**src/sv/vac_pkg.sv**
```systemverilog
package vac_pkg;

   localparam int unsigned CHAR_W    = 8;
   localparam int unsigned SHIFT_W   = 5;
   localparam int unsigned KEY_POS_W = 4;
   localparam int unsigned KEY_LEN_W = 5;
   localparam int unsigned KEY_W     = 128;
   localparam int unsigned CSR_W     = 64;

   localparam logic [CHAR_W-1:0] CHAR_LOWER_A = 8'h61;
   localparam logic [CHAR_W-1:0] CHAR_LOWER_Z = 8'h7a;
   localparam logic [CHAR_W-1:0] CHAR_UPPER_A = 8'h41;
   localparam logic [CHAR_W-1:0] CHAR_UPPER_Z = 8'h5a;
   localparam logic [CHAR_W-1:0] CHAR_ZERO    = 8'h30;
   localparam logic [CHAR_W-1:0] CHAR_NINE    = 8'h39;

   localparam logic [SHIFT_W-1:0] ALPHA_MOD = 5'd26;
   localparam logic [SHIFT_W-1:0] DIGIT_MOD = 5'd10;

   typedef enum logic [1:0] {
      CSR_DIRECTION,
      CSR_KEY_LENGTH,
      CSR_KEY_LOW,
      CSR_KEY_HIGH
   } csr_index_type;

   typedef enum logic [1:0] {
      CLS_LOWER,
      CLS_UPPER,
      CLS_DIGIT,
      CLS_OTHER
   } char_class_type;

   typedef struct packed {
      logic                 direction;
      logic [KEY_LEN_W-1:0] key_length;
      logic [KEY_W-1:0]     key_bytes;
   } vac_cfg_type;

   // one classified request between front and back
   typedef struct packed {
      logic [CHAR_W-1:0]  char_byte;
      char_class_type     cls;
      logic [SHIFT_W-1:0] shift;
   } vac_item_type;

   typedef struct packed {
      logic full;
      logic empty;
   } vac_fifo_status_type;

   // (b - 'a') mod 26 taken non-negative, as (b + 7) mod 26 via reciprocal
   function automatic logic [SHIFT_W-1:0] key_shift_f(input logic [CHAR_W-1:0] b);
      logic [8:0]  x;
      logic [15:0] prod;
      logic [4:0]  q;
      logic [8:0]  r;
      x    = {1'b0, b} + 9'd7;
      prod = 16'(x) * 16'd79;
      q    = prod[15:11];
      r    = x - 9'(q) * 9'd26;
      return r[SHIFT_W-1:0];
   endfunction

   // shift in 0..25 reduced mod 10
   function automatic logic [SHIFT_W-1:0] digit_shift_f(input logic [SHIFT_W-1:0] s);
      logic [SHIFT_W-1:0] r;
      if (s >= 5'd20) begin
         r = s - 5'd20;
      end else if (s >= 5'd10) begin
         r = s - 5'd10;
      end else begin
         r = s;
      end
      return r;
   endfunction

endpackage

```
**src/sv/vac_fifo.sv**
```systemverilog
module vac_fifo
   import vac_pkg::*;
#(
   parameter int unsigned WIDTH = 8,
   parameter int unsigned DEPTH = 2
) (
   input  logic                clock,
   input  logic                reset,
   input  logic                wr_en,
   input  logic [WIDTH-1:0]    wr_data,
   input  logic                rd_en,
   output logic [WIDTH-1:0]    rd_data,
   output vac_fifo_status_type status
);

   localparam int unsigned PTR_W = (DEPTH > 1) ? $clog2(DEPTH) : 1;
   localparam int unsigned CNT_W = $clog2(DEPTH + 1);
   localparam logic [PTR_W-1:0] LAST_PTR = PTR_W'(DEPTH - 1);
   localparam logic [CNT_W-1:0] FULL_CNT = CNT_W'(DEPTH);

   logic [WIDTH-1:0] mem_ff [DEPTH];
   logic [PTR_W-1:0] wr_ptr_ff, wr_ptr_in;
   logic [PTR_W-1:0] rd_ptr_ff, rd_ptr_in;
   logic [CNT_W-1:0] count_ff, count_in;
   logic             do_wr, do_rd;

   assign status.full  = (count_ff == FULL_CNT);
   assign status.empty = (count_ff == '0);
   assign do_wr   = wr_en && !status.full;
   assign do_rd   = rd_en && !status.empty;
   assign rd_data = mem_ff[rd_ptr_ff];

   always_comb begin
      wr_ptr_in = wr_ptr_ff;
      rd_ptr_in = rd_ptr_ff;
      count_in  = count_ff;
      if (do_wr) begin
         wr_ptr_in = (wr_ptr_ff == LAST_PTR) ? '0 : wr_ptr_ff + 1'b1;
      end
      if (do_rd) begin
         rd_ptr_in = (rd_ptr_ff == LAST_PTR) ? '0 : rd_ptr_ff + 1'b1;
      end
      if (do_wr && !do_rd) begin
         count_in = count_ff + 1'b1;
      end else if (do_rd && !do_wr) begin
         count_in = count_ff - 1'b1;
      end
   end

   always_ff @(posedge clock) begin
      if (reset) begin
         wr_ptr_ff <= '0;
         rd_ptr_ff <= '0;
         count_ff  <= '0;
      end else begin
         wr_ptr_ff <= wr_ptr_in;
         rd_ptr_ff <= rd_ptr_in;
         count_ff  <= count_in;
      end
   end

   always_ff @(posedge clock) begin
      if (do_wr) begin
         mem_ff[wr_ptr_ff] <= wr_data;
      end
   end

endmodule

```
**src/sv/vac_front.sv**
```systemverilog
module vac_front
   import vac_pkg::*;
#(
   parameter int unsigned KEY_MAX = 16
) (
   input  logic              clock,
   input  logic              reset,
   input  logic              accept,
   input  logic [CHAR_W-1:0] char_in,
   input  logic              message_start,
   input  vac_cfg_type       cfg,
   output vac_item_type      item
);

   localparam logic [KEY_LEN_W-1:0] KEY_MAX_LEN = KEY_LEN_W'(KEY_MAX);

   logic [KEY_POS_W-1:0] pos_ff, pos_in;
   logic [KEY_POS_W-1:0] start_pos;
   logic [KEY_POS_W-1:0] pos;
   logic [KEY_LEN_W-1:0] len;
   logic [KEY_LEN_W-1:0] pos_next;
   logic [CHAR_W-1:0]    key_byte;
   logic [SHIFT_W-1:0]   shift;
   char_class_type       cls;

   // effective key length, 1..KEY_MAX
   always_comb begin
      priority if (cfg.key_length == '0) begin
         len = KEY_LEN_W'(1);
      end else if (cfg.key_length > KEY_MAX_LEN) begin
         len = KEY_MAX_LEN;
      end else begin
         len = cfg.key_length;
      end
   end

   always_comb begin
      start_pos = message_start ? '0 : pos_ff;
      pos       = ({1'b0, start_pos} >= len) ? '0 : start_pos;
      pos_next  = {1'b0, pos} + 1'b1;
      if (pos_next >= len) begin
         pos_next = '0;
      end
   end

   assign key_byte = cfg.key_bytes[{pos, 3'b000} +: CHAR_W];
   assign shift    = key_shift_f(key_byte);

   always_comb begin
      priority if (char_in >= CHAR_LOWER_A && char_in <= CHAR_LOWER_Z) begin
         cls = CLS_LOWER;
      end else if (char_in >= CHAR_UPPER_A && char_in <= CHAR_UPPER_Z) begin
         cls = CLS_UPPER;
      end else if (char_in >= CHAR_ZERO && char_in <= CHAR_NINE) begin
         cls = CLS_DIGIT;
      end else begin
         cls = CLS_OTHER;
      end
   end

   always_comb begin
      item.char_byte = char_in;
      item.cls       = cls;
      item.shift     = (cls == CLS_DIGIT) ? digit_shift_f(shift) : shift;
   end

   // only letters and digits move the key position
   assign pos_in = (cls == CLS_OTHER) ? start_pos : pos_next[KEY_POS_W-1:0];

   always_ff @(posedge clock) begin
      if (reset) begin
         pos_ff <= '0;
      end else if (accept) begin
         pos_ff <= pos_in;
      end
   end

endmodule

```
**src/sv/vac_back.sv**
```systemverilog
module vac_back
   import vac_pkg::*;
(
   input  logic              direction,
   input  vac_item_type      item,
   output logic [CHAR_W-1:0] char_out
);

   logic [CHAR_W-1:0]  base;
   logic [CHAR_W-1:0]  offset;
   logic [SHIFT_W-1:0] modulus;
   logic [SHIFT_W-1:0] v;
   logic [SHIFT_W:0]   sum;
   logic [SHIFT_W-1:0] t;

   always_comb begin
      unique case (item.cls)
         CLS_LOWER: begin
            base    = CHAR_LOWER_A;
            modulus = ALPHA_MOD;
         end
         CLS_UPPER: begin
            base    = CHAR_UPPER_A;
            modulus = ALPHA_MOD;
         end
         CLS_DIGIT: begin
            base    = CHAR_ZERO;
            modulus = DIGIT_MOD;
         end
         default: begin
            base    = '0;
            modulus = ALPHA_MOD;
         end
      endcase
   end

   always_comb begin
      offset = item.char_byte - base;
      v      = offset[SHIFT_W-1:0];
      sum    = {1'b0, v} + {1'b0, item.shift};
      if (direction) begin
         if (v >= item.shift) begin
            t = v - item.shift;
         end else begin
            t = v + modulus - item.shift;
         end
      end else begin
         if (sum >= {1'b0, modulus}) begin
            t = SHIFT_W'(sum - {1'b0, modulus});
         end else begin
            t = sum[SHIFT_W-1:0];
         end
      end
      char_out = (item.cls == CLS_OTHER) ? item.char_byte : base + CHAR_W'(t);
   end

endmodule

```
**src/sv/vigenere_alnum_cipher.sv**
```systemverilog
// vigenere_alnum_cipher: byte-stream Vigenere cipher over letters and digits. Each request
// carries one text byte and a message_start flag; each returns exactly one byte, in order.
// Letters shift within their case mod 26 and digits mod 10 by the current key character's
// offset from 'a' ((byte - 'a') mod 26, non-negative); direction 0 adds, 1 subtracts.
// Other bytes pass through and do not advance the key position. message_start rewinds the
// position to zero before its byte. Throughput is one request per clock while full is low;
// a taken request passes through the classify queue and then the result queue, each two
// entries deep, before it can be popped on the rsp side; a full result queue stalls it.
// Configuration writes through the csr port take effect at once and belong only in idle
// periods; key_length 0 acts as 1 and values above KEY_MAX saturate.
module vigenere_alnum_cipher
   import vac_pkg::*;
#(
   parameter int unsigned KEY_MAX = 16
) (
   input  logic              clock,
   input  logic              reset,
   // request side
   input  logic              push,
   output logic              full,
   input  logic [CHAR_W-1:0] req_char_in,
   input  logic              req_message_start,
   // response side
   output logic              empty,
   input  logic              pop,
   output logic [CHAR_W-1:0] rsp_char_out,
   // register writes
   input  logic              csr_we,
   input  csr_index_type     csr_index,
   input  logic [CSR_W-1:0]  csr_data
);

   localparam int unsigned ITEM_W    = $bits(vac_item_type);
   localparam int unsigned Q_DEPTH   = 2;

   vac_cfg_type         cfg_ff;
   vac_item_type        front_item;
   vac_item_type        back_item;
   logic [ITEM_W-1:0]   mid_rd_data;
   vac_fifo_status_type mid_status;
   vac_fifo_status_type out_status;
   logic                req_accept;
   logic                move;
   logic [CHAR_W-1:0]   back_char;

   // configuration registers
   always_ff @(posedge clock) begin
      if (reset) begin
         cfg_ff.direction  <= 1'b0;
         cfg_ff.key_length <= KEY_LEN_W'(1);
         cfg_ff.key_bytes  <= {16{CHAR_LOWER_A}};
      end else if (csr_we) begin
         unique case (csr_index)
            CSR_DIRECTION:  cfg_ff.direction            <= csr_data[0];
            CSR_KEY_LENGTH: cfg_ff.key_length           <= csr_data[KEY_LEN_W-1:0];
            CSR_KEY_LOW:    cfg_ff.key_bytes[CSR_W-1:0] <= csr_data;
            CSR_KEY_HIGH:   cfg_ff.key_bytes[KEY_W-1:CSR_W] <= csr_data;
            default: ;
         endcase
      end
   end

   // front: classify the byte and look up its key shift as the request is taken
   assign full       = mid_status.full;
   assign req_accept = push && !mid_status.full;

   vac_front #(
      .KEY_MAX (KEY_MAX)
   ) u_front (
      .clock         (clock),
      .reset         (reset),
      .accept        (req_accept),
      .char_in       (req_char_in),
      .message_start (req_message_start),
      .cfg           (cfg_ff),
      .item          (front_item)
   );

   // classified requests waiting for the back end
   vac_fifo #(
      .WIDTH (ITEM_W),
      .DEPTH (Q_DEPTH)
   ) u_mid_fifo (
      .clock   (clock),
      .reset   (reset),
      .wr_en   (req_accept),
      .wr_data (front_item),
      .rd_en   (move),
      .rd_data (mid_rd_data),
      .status  (mid_status)
   );

   // back: modular add or subtract, one item per cycle while the result queue has room
   assign back_item = vac_item_type'(mid_rd_data);
   assign move      = !mid_status.empty && !out_status.full;

   vac_back u_back (
      .direction (cfg_ff.direction),
      .item      (back_item),
      .char_out  (back_char)
   );

   // finished bytes waiting to be popped
   vac_fifo #(
      .WIDTH (CHAR_W),
      .DEPTH (Q_DEPTH)
   ) u_out_fifo (
      .clock   (clock),
      .reset   (reset),
      .wr_en   (move),
      .wr_data (back_char),
      .rd_en   (pop),
      .rd_data (rsp_char_out),
      .status  (out_status)
   );

   assign empty = out_status.empty;

   // nothing is left over from before reset
   assert property (@(posedge clock) reset |=> empty && !full)
      else $error("queues not cleared by reset");

   // a taken request is waiting in the classify queue on the next cycle
   assert property (@(posedge clock) disable iff (reset)
      push && !full |=> !mid_status.empty)
      else $error("accepted request lost before the back end");

   // a byte moved by the back end is visible to the consumer on the next cycle
   assert property (@(posedge clock) disable iff (reset)
      move |=> !empty)
      else $error("processed byte missing from the response queue");

endmodule
```
**config.mk**
```make
export PLATFORM = sky130hd
export DESIGN_NAME = vigenere_alnum_cipher
export DESIGN_NICKNAME = d
export VERILOG_FILES = /design/src/sv/vac_pkg.sv /design/src/sv/vac_fifo.sv /design/src/sv/vac_front.sv /design/src/sv/vac_back.sv /design/src/sv/vigenere_alnum_cipher.sv
export SDC_FILE = /design/constraint.sdc
export NUM_CORES = 1
export LEC_CHECK = 0
export BUFFER_PORTS_ARGS = -buffer_cell sky130_fd_sc_hd__clkbuf_2
export CORE_UTILIZATION = 55
export CTS_CLUSTER_DIAMETER = 30
export DETAILED_ROUTE_END_ITERATION = 10
export PLACE_DENSITY_LB_ADDON = 0.25
export SLEW_MARGIN = 30
export SYNTH_ARGS = -nofsm -noshare
export SYNTH_HDL_FRONTEND = slang
export SYNTH_SLANG_ARGS = --single-unit
```
**constraint.sdc**
```tcl
create_clock -name clock -period 21 [get_ports clock]
set_input_delay 1.05 -clock clock [delete_from_list [all_inputs] [get_ports clock]]
set_output_delay 1.05 -clock clock [all_outputs]
set_load 0.05 [all_outputs]
```
==> key figures <==
Clocking
  • CTS H-tree lvls: 4
  • CTS tree: yes
  • Number of buffers inserted for hold repair after clock tree synthesis: 0
  • Number of CTS-inserted buffers: 17
  • TritonCTS sink count: 194
  • Clock transition at the registers of the reported paths: 70 ps
  • Number of setup buffers added after CTS: 0
  • Clock latency reported for the late side of the worst-skew pair: 440 ps
  • Clock root cell: clkbuf_16
  • Number of gates resized after cts: 0
  • Clock Tree Buf Depth: 2

Finish
  • Fin cells: 1653
  • Area used by sequential logic in the layout: 4340 µm²
  • Share of cells above drive strength 1: 13.4%
  • Final core utilization: 62.0%
  • Multi-input combinational cell area: 6560 µm²
  • Fin nets: 1547
  • Ant. Diodes: 0
  • Area growth syn-to-layout: 9.67%
  • Filler cell count: 1756

Global routing
  • Global-route wire length before repair: 48.3 mm
  • Antenna violations before repair: 0
  • Overflow after GRT: 0
  • Gr usage total: 28.5%
  • Maximum number of pins on one net before global-route repair: 83
  • Number of global-route vias before repair: 9323

Synth
  • Synth area leaders: dfxtp_1 (26%), edfxtp_1 (12%), nand2_1 (9.7%)
  • Area fraction of the dominant cell type after synthesis: 25.7%
  • Warnings, synthesis: 0
  • Synthesized net count: 1500
  • Mean Syn Cell Area: 8.70 µm²
  • Commonest cells post-synth: nand2_1 (299), dfxtp_1 (148), a21oi_1 (116)
  • Count of flip-flops with a built-in enable after synthesis: 46
  • Cell with the most instances after synthesis: nand2_1
  • Dominant synthesized flop cell: dfxtp_1
  • Top cell type by total area after synthesis: dfxtp_1
  • Post-Syn Area: 11500 µm²
  • Share of synthesized flip-flops with an asynchronous set or reset: 0%
  • Number of instances in the synthesized netlist: 1323
  • Distinct cell type count of the synthesized netlist: 87
  • Flip-flop and latch count after synthesis: 194
  • Sequential cell area fraction in the yosys report: 37.7%

Timing
  • Post-Route Hold Slack: 458 ps
  • Setup-violating endpoint count in the final report: 0
  • Final critical delay including setup and external delays: 10690 ps
  • Number of pins exceeding their max-slew limit in the final report: 0
  • Crit share post-route: 50.9%
  • Setup total negative slack: 0 ps
  • Hold Violations, Final: 0
  • Slew @ Worst Pin: 850 ps
  • Achievable clock frequency: 0.0936 GHz
  • Worst-case clock skew: 11.2 ps
  • Unrepaired setup endpoints after global routing: no
  • Max-slew headroom: 43.3%

Worst setup path
  • Worst Path Buf+Inv: 7
  • Launching element type of the critical path: input port
  • CP Class: in -> reg
  • Endpoint of the most critical register-to-register path: u_mid_fifo.mem_ff[0][1]$_DFFE_PP_
  • Req. time, crit path: 21220 ps
  • Kind of capture point of the worst setup path: flop
  • Crit path max fanout: 19
  • Most numerous cell on the critical path: ha_1
  • R2r setup slk: 10690 ps
  • CP endpoint: u_mid_fifo.mem_ff[0][1]$_DFFE_PP_
  • Arrival time at the worst endpoint: 10910 ps
  • Cell depth of the worst setup path: 39
  • Slowest CP cell: nor3_1
  • Timing startpoint of the critical path: req_message_start
  • Worst reg-to-reg path cell count: 38
  • Launch point of the worst reg-to-reg path: u_front.pos_ff[0]$_SDFFE_PP0P_
  • Family with the most delay on the worst path: adder cells
  • Highest cell delay on the worst timing path: 570 ps

Floorplan
  • I/O pin count: 90
  • Die Wd: 147 µm
  • Core Box Area: 20400 µm²
  • Floorplan die height: 147 µm
  • Die ar.: 21500 µm²
  • Starting utilization of the core area: 56.5%
  • Site Rows: 52

Routing
  • Sum of routed wire length over all layers: 29.5 mm
  • Total number of vias: 9751
  • Drt first-iter violations: 702
  • Drt via density: 5.90
  • First-pass DRT Iterations: 5
  • Number of nets with antenna violations after detailed routing: 0
  • DRC violation count after routing: 0
  • Routed wire length per instance: 17.9 µm

Power and ir drop
  • Leak: 5.31 nW
  • Pwr Total: 1.88 mW
  • Maximum resistive drop on vdd: 0.0813 mV
  • PwrDens: 149 nW/µm²

Placement
  • Detail Placement HPWL: 21.2 mm
  • Count of buffers from port buffering: 89
  • # placed instances: 1621
  • Final weighted congestion in routability-driven placement: 0.985

Job
  • Max Cap Viol: 0

Status
  • Run status: finished, final reports clean

Worst hold path
  • Hold WC Path Type: reg -> reg
## routing by layer
metal | vias to the layer above | track usage (%) | wire [µm]
met5 | - | 0 | 0
met4 | 0 | 10.6 | 677
met3 | 49 | 3.94 | 1800
met2 | 372 | 47.8 | 14000
met1 | 4641 | 37.1 | 13100
li1 | 4689 | - | -
## power by group
part / internal, mW / leakage [nW] / switching (mW)
clock: 0.167 / 0.282 / 0.151
combinational: 0.439 / 3.39 / 0.621
sequential: 0.478 / 1.64 / 0.0243
## state kept, by name (all words and copies together) (netlist names), named ones only
signal and cells:
cfg_ff 134, u_mid_fifo.mem_ff 30, u_out_fifo.mem_ff 16, u_front.pos_ff 4, u_mid_fifo.count_ff 2, u_out_fifo.count_ff 2
u_mid_fifo.rd_ptr_ff 1, u_mid_fifo.wr_ptr_ff 1, u_out_fifo.rd_ptr_ff 1, u_out_fifo.wr_ptr_ff 1
## layout by cell type, fill, tap and decap left out, drive strengths merged, types with 21 or more instances in the layout
master    n
nand2   302
dfxtp   148
a21oi   118
clkbuf  105
inv      84
ha       76
nor2     68
nand3b   52
edfxtp   46
o21ai    34
mux2i    30
xnor2    23
xor2     21
fa       21
## layout make-up
class | count | share of cell area, %
multi-input combinational | 981 | 51.9
sequential | 194 | 34.4
timing repair buffer | 97 | 4.02
clock buffer | 17 | 3.37
tap | 270 | 2.68
inverter | 79 | 2.43
clock inverter | 15 | 1.16
## kinds of logic (layout without fill, tap and decap cells)
family | after synthesis | in the layout | share of synthesized area [%]
and+or+nand+nor | 511 | 511 | 20.7
AOI/OAI and AO/OA | 281 | 281 | 16.3
DFF | 194 | 194 | 37.7
buffers and inverters | 148 | 208 | 5.54
adders and majority gates | 97 | 97 | 11.9
muxes | 47 | 47 | 4.30
xor gates and xnor gates | 45 | 45 | 3.54
## worst min-delay path by stage
stage | slack (ps) | startpoint | cells past startpoint | end
detailed placement | 450 | cfg_ff[98]$_SDFFE_PP0P_ | 2 | cfg_ff[98]$_SDFFE_PP0P_
floorplan | 430 | cfg_ff[1]$_SDFFE_PP0P_ | 2 | cfg_ff[1]$_SDFFE_PP0P_
finish | 460 | cfg_ff[98]$_SDFFE_PP0P_ | 2 | cfg_ff[98]$_SDFFE_PP0P_
global route | 480 | cfg_ff[52]$_SDFFE_PP0P_ | 2 | cfg_ff[52]$_SDFFE_PP0P_
global placement | 440 | cfg_ff[60]$_SDFFE_PP0P_ | 2 | cfg_ff[60]$_SDFFE_PP0P_
CTS | 460 | cfg_ff[98]$_SDFFE_PP0P_ | 2 | cfg_ff[98]$_SDFFE_PP0P_
## stage by stage
step	instance area, µm²	setup WS, ps
finish	12600	10310
global placement	12000	10090
global route	12600	9490
detailed placement	12000	9940
floorplan	11500	11180
CTS	12600	10380
## worst min-delay path: stages, from the launching register on
cell and delay, ps:
dfxtp_1 310, nand2_1 50, a21oi_1 50
(Power assumes the default switching activity.)
